===== src/design/rcse_queue.sv =====
// Two-entry job queue between the front and back of the spline evaluator.
// Generic over the job width; no package dependencies.
module rcse_queue #(
  parameter int unsigned DW = 8
) (
  input  logic          clk_i,
  input  logic          rst_ni,
  input  logic          push_i,
  input  logic [DW-1:0] data_i,
  output logic          full_o,
  input  logic          pop_i,
  output logic          empty_o,
  output logic [DW-1:0] data_o
);

  logic [DW-1:0] mem_q [2];
  logic          wr_ptr_q, rd_ptr_q;
  logic [1:0]    count_q;

  assign full_o  = (count_q == 2'd2);
  assign empty_o = (count_q == 2'd0);
  assign data_o  = mem_q[rd_ptr_q];

  // Advance pointers and count
  always_ff @(posedge clk_i or negedge rst_ni) begin
    if (!rst_ni) begin
      wr_ptr_q <= 1'b0;
      rd_ptr_q <= 1'b0;
      count_q  <= 2'd0;
    end else begin
      if (push_i) wr_ptr_q <= ~wr_ptr_q;
      if (pop_i)  rd_ptr_q <= ~rd_ptr_q;
      if (push_i && !pop_i)      count_q <= count_q + 2'd1;
      else if (!push_i && pop_i) count_q <= count_q - 2'd1;
    end
  end

  // Store pushed jobs
  always_ff @(posedge clk_i) begin
    if (push_i) mem_q[wr_ptr_q] <= data_i;
  end

endmodule


===== config.mk =====
export PLATFORM = sky130hd
export DESIGN_NAME = rcse_queue
export DESIGN_NICKNAME = d
export VERILOG_FILES = /design/src/design/rcse_queue.sv
export SDC_FILE = /design/constraint.sdc
export NUM_CORES = 1
export LEC_CHECK = 0
export BUFFER_PORTS_ARGS = -buffer_cell sky130_fd_sc_hd__buf_2
export CORE_MARGIN = 1.5
export CORE_UTILIZATION = 43
export DETAILED_ROUTE_END_ITERATION = 10
export PLACE_DENSITY = 0.82
export SLEW_MARGIN = 20
export SYNTH_ARGS = -nofsm -noshare
export SYNTH_HDL_FRONTEND = slang
export SYNTH_SLANG_ARGS = --single-unit

===== constraint.sdc =====
create_clock -name clk_i -period 1.18 [get_ports clk_i]
set_input_delay 0.236 -clock clk_i [delete_from_list [all_inputs] [get_ports clk_i]]
set_output_delay 0.236 -clock clk_i [all_outputs]
set_load 0.1 [all_outputs]

* Word-level counts from Yosys, hierarchy flattened
Memories as Yosys holds them, arrays and structs flattened. Index checks and enable logic that the tools add are counted.
Storage, ports and cells: register bits after elaboration 4, word-level logic and storage cells 19, bits in latches 0, memory bits (writable) 16, memories kept 1, bits in read-only memories 0
Memories:
- mem_q | depth 2, bits a word 8, read ports 1, clocked after Yosys merged registers in 0, write ports 1, RTL line 16 | logic [DW-1:0] mem_q [2];
Cells by class: bitwise logic cells 2, magnitude comparators 0, shifts and indexed selects 0, muxes and demuxes 4, div/mod/pow operators 0, equality and inequality tests 1, reduce and logical (&&, ||, !) cells 6, multipliers 0, add/subtract/negate cells 2
Operators by type and width (number):
- two-way mux 2 bit | 2
- adder 2 x 1 -> 2 bit (second input constant) | 1
- == test 2 bit (second input constant) | 1
- logical AND 1 bit | 2
- zero test 1 bit | 2
- zero test 2 bit | 1
- two-way mux 1 bit | 2
- NOT 1 bit | 2
- nonzero test 2 bit | 1
- subtractor 2 x 1 -> 2 bit (second input constant) | 1

* Depth between registers and ports, before layout
depth after elaboration 4, mapped depth 5, depth with buffers taken out 5

* Worst setup path before layout
OpenSTA, ideal clock, no wires.
path kind register to output, from register count_q[0], to output port empty_o, cell stages (with the launch flop) 2, data required time 944 ps, slack -732 ps, arrival 1676 ps, cell sequence dfrtp_1 nor2_1
Between the ends: cells in the longest elaborated chain, start to end 1
RTL lines:
- start, declared | RTL line 18 | logic [1:0] count_q;
- start signal, assigned | RTL line 33 | if (push_i && !pop_i) count_q <= count_q + 2'd1;
- start signal, assigned | RTL line 34 | else if (!push_i && pop_i) count_q <= count_q - 2'd1;
- zero test 2 bit | RTL line 21 | assign empty_o = (count_q == 2'd0);
- end, declared | RTL line 12 | output logic empty_o,
No other way between the ends.

* Worst setup path after layout
from register rd_ptr_q, to output port data_o[7]
Between the ends: cells in the longest elaborated chain, start to end 1
RTL lines:
- start, declared | RTL line 17 | logic wr_ptr_q, rd_ptr_q;
- start signal, assigned | RTL line 32 | if (pop_i) rd_ptr_q <= ~rd_ptr_q;
- memory read (2 x 8 bit)
- end, declared | RTL line 13 | output logic [DW-1:0] data_o
No other way between the ends.

==> impl_metrics.json <==
{
  "outcome": "finished, violations left",
  "synth_cell_types": 12,
  "grt-ovfl-total": 0,
  "dpl.hpwl_um": 866,
  "track_usage_pct": 13.6,
  "routed_wirelength_mm": 1.27,
  "fp-row-count": 15,
  "synth_top_area_share_pct": 62.3,
  "synth_compound_area_share_pct": 0,
  "die_h_um": 45.3,
  "r2r_end": "mem_q[1][2]$_DFFE_PP_",
  "yosys.area_share.simple_pct": 3.73,
  "worstMarginPinSlew_ns": 0.375,
  "crit_arrival_ns": 1.33,
  "clock_skew_ns": 0.00277,
  "first_global_vias": 463,
  "synthAdderAreaFrac_pct": 1.62,
  "maxCapViolCount": 0,
  "drive_gt1_share_pct": 58.3,
  "first_pass_iters": 3,
  "areaGrowthSynthToFinish_pct": 43.2,
  "mostFrequentLayoutCell": "edfxtp_1",
  "violations": "negative setup slack",
  "relSlewSlack_pct": 75.0,
  "slew_violations": 0,
  "diodes": 0,
  "r2r_slack_ns": 0.08,
  "cp.buffers_inverters": 2,
  "cts_max_level": 1,
  "rsz0062_at_grt": "yes",
  "drt_first_iter_violations": 3,
  "final_period_minus_worst_setup_slack_ns": 1.56,
  "fmax_mhz": 640,
  "cts_buffer_depth": 2,
  "hold_start": "data_i[3]",
  "hold_ws_ns": 0.135,
  "ys_warn_count": 0,
  "synth_mux_area_share_pct": 11.7,
  "layoutNonFillerInstCount": 97,
  "initial_core_util_pct": 45.1,
  "synth_top_area_cell": "edfxtp_1",
  "hold_violations": 0,
  "port_buffers": 21,
  "worstPathMaxFanout": 5,
  "finalSetupTns_ns": -3.28,
  "critPathKind": "reg2out",
  "clk_pin_slew_worst_paths_ns": 0.11,
  "dp_cells": 88,
  "holdPathEnd": "mem_q[1][3]$_DFFE_PP_",
  "cp_top_family": "flip-flops",
  "final_cell_mix": "edfxtp_1 (16), buf_2 (11), buf_6 (7)",
  "synthCells": 41,
  "layout.nets": 86,
  "layout_setup_ws_ns": -0.383,
  "setup_violations": 10,
  "cts_tree": "built",
  "ys_ff_latch": 20,
  "clock-sinks": 20,
  "core_um2": 1710,
  "slowest_stage": "dfrtp_2",
  "worstSetupStartpointType": "register",
  "cts_root_buffer": "clkbuf_4",
  "ant_nets": 0,
  "synth_top_family_by_area": "multiplexers",
  "holdPathStages": 1,
  "die_x_um": 45.3,
  "clock_latency_ns": 0.28,
  "antenna_found_initial": 0,
  "route.detailed.vias_per_inst": 4.55,
  "cp-end-kind": "output pin",
  "period_share_pct": 132,
  "vias": 441,
  "pin_count": 22,
  "cts_made_buffers": 3,
  "grt_max_degree": 12,
  "drcViolationCount": 0,
  "worst-r2r-cell-count": 1,
  "ys_seq_area_share_pct": 75.3,
  "synthXorXnorAreaFrac_pct": 5.68,
  "avgSynthCellArea_um2": 18.8,
  "dieArea_um2": 2060,
  "syn-num-nets": 54,
  "syn-cell-area_um2": 771,
  "critPathMaxStageDelay_ns": 0.39,
  "worstPathRequired_ns": 0.94,
  "r2r_start": "wr_ptr_q$_DFFE_PN0P_",
  "synth_area_leaders": "edfxtp_1 (62%), dfrtp_1 (13%), mux2_2 (12%), xor2_1 (4.5%), ha_1 (1.6%)",
  "grt_pass1_wl_mm": 1.90,
  "crit_chain": "buf_6, mux2_2, buf_8",
  "hold_path_class": "in2reg",
  "gp_congestion": 0.585,
  "wl_per_cell_um": 13.0
}
-- how the worst max path moves through the flow --
stage	from	to	slack [ns]	depth (start not counted)
final	rd_ptr_q$_DFFE_PN0P_	data_o[7]	-0.38	3
after global routing	rd_ptr_q$_DFFE_PN0P_	data_o[7]	-0.43	3
after CTS	rd_ptr_q$_DFFE_PN0P_	data_o[4]	-0.38	3
after detailed placement	rd_ptr_q$_DFFE_PN0P_	data_o[2]	-0.28	2
after global placement	rd_ptr_q$_DFFE_PN0P_	data_o[7]	-0.26	2
after floorplan	rd_ptr_q$_DFFE_PN0P_	data_o[0]	-0.1	2
-- state kept, by name (all words and copies together), names as in the netlist --
name,cells
wr_ptr_q,1
count_q,2
rd_ptr_q,1
mem_q,16
-- synthesized netlist by cell type --
library cell	n
edfxtp_1	16
dfrtp_1	4
nor2_1	2
buf_6	1
nor2b_1	1
xnor2_1	1
inv_1	1
ha_1	1
and2b_2	1
and2_1	1
mux2_2	8
xor2_1	4
-- stage by stage --
step	setup slack, ns	instance area [µm²]	utilization [%]
finish	-0.383	1100	64.6
global route	-0.430	1100	64.6
CTS	-0.380	1090	63.7
detailed placement	-0.277	948	55.5
global placement	-0.262	948	55.5
floorplan	-0.0988	778	-
-- repair_timing --
action | in CTS | in global routing
hold buffers | 1 | 0
buffers inserted | 4 | 0
gates resized for setup | 25 | 4
pin swaps | 1 | 1
setup endpoints to repair | 10 | 10
hold endpoints to repair | 4 | 0
-- routing by layer --
layer | global-route usage [%] | share of wire, % | vias to the layer above
met5 | 0 | 0 | -
li1 | - | - | 211
met4 | 5.29 | 1.3 | 0
met3 | 4.00 | 4.6 | 2
met2 | 26.0 | 56 | 13
met1 | 13.5 | 38 | 215
-- logic make-up (layout without fill, tap and decap cells) --
group / Yosys count / in the layout
AND/OR/NAND/NOR: 5 / 5
multiplexers: 8 / 8
XOR/XNOR: 5 / 5
buffers and inverters: 2 / 33
adder cells (fa/ha/maj): 1 / 1
flip-flops: 20 / 20
-- layout make-up --
class / count / area [µm²]
clock buffers: 3 / 22.5
flip-flops and latches: 20 / 583
clock inverters: 1 / 3.75
well taps: 25 / 31.3
inverters: 1 / 3.75
fillers: 126 / 604
repair buffers: 28 / 269
multi-input cells: 19 / 190
Power is left out: the tool's default activity adds up to more than one toggle a clock period on the data nets, which glitch-free logic cannot reach.
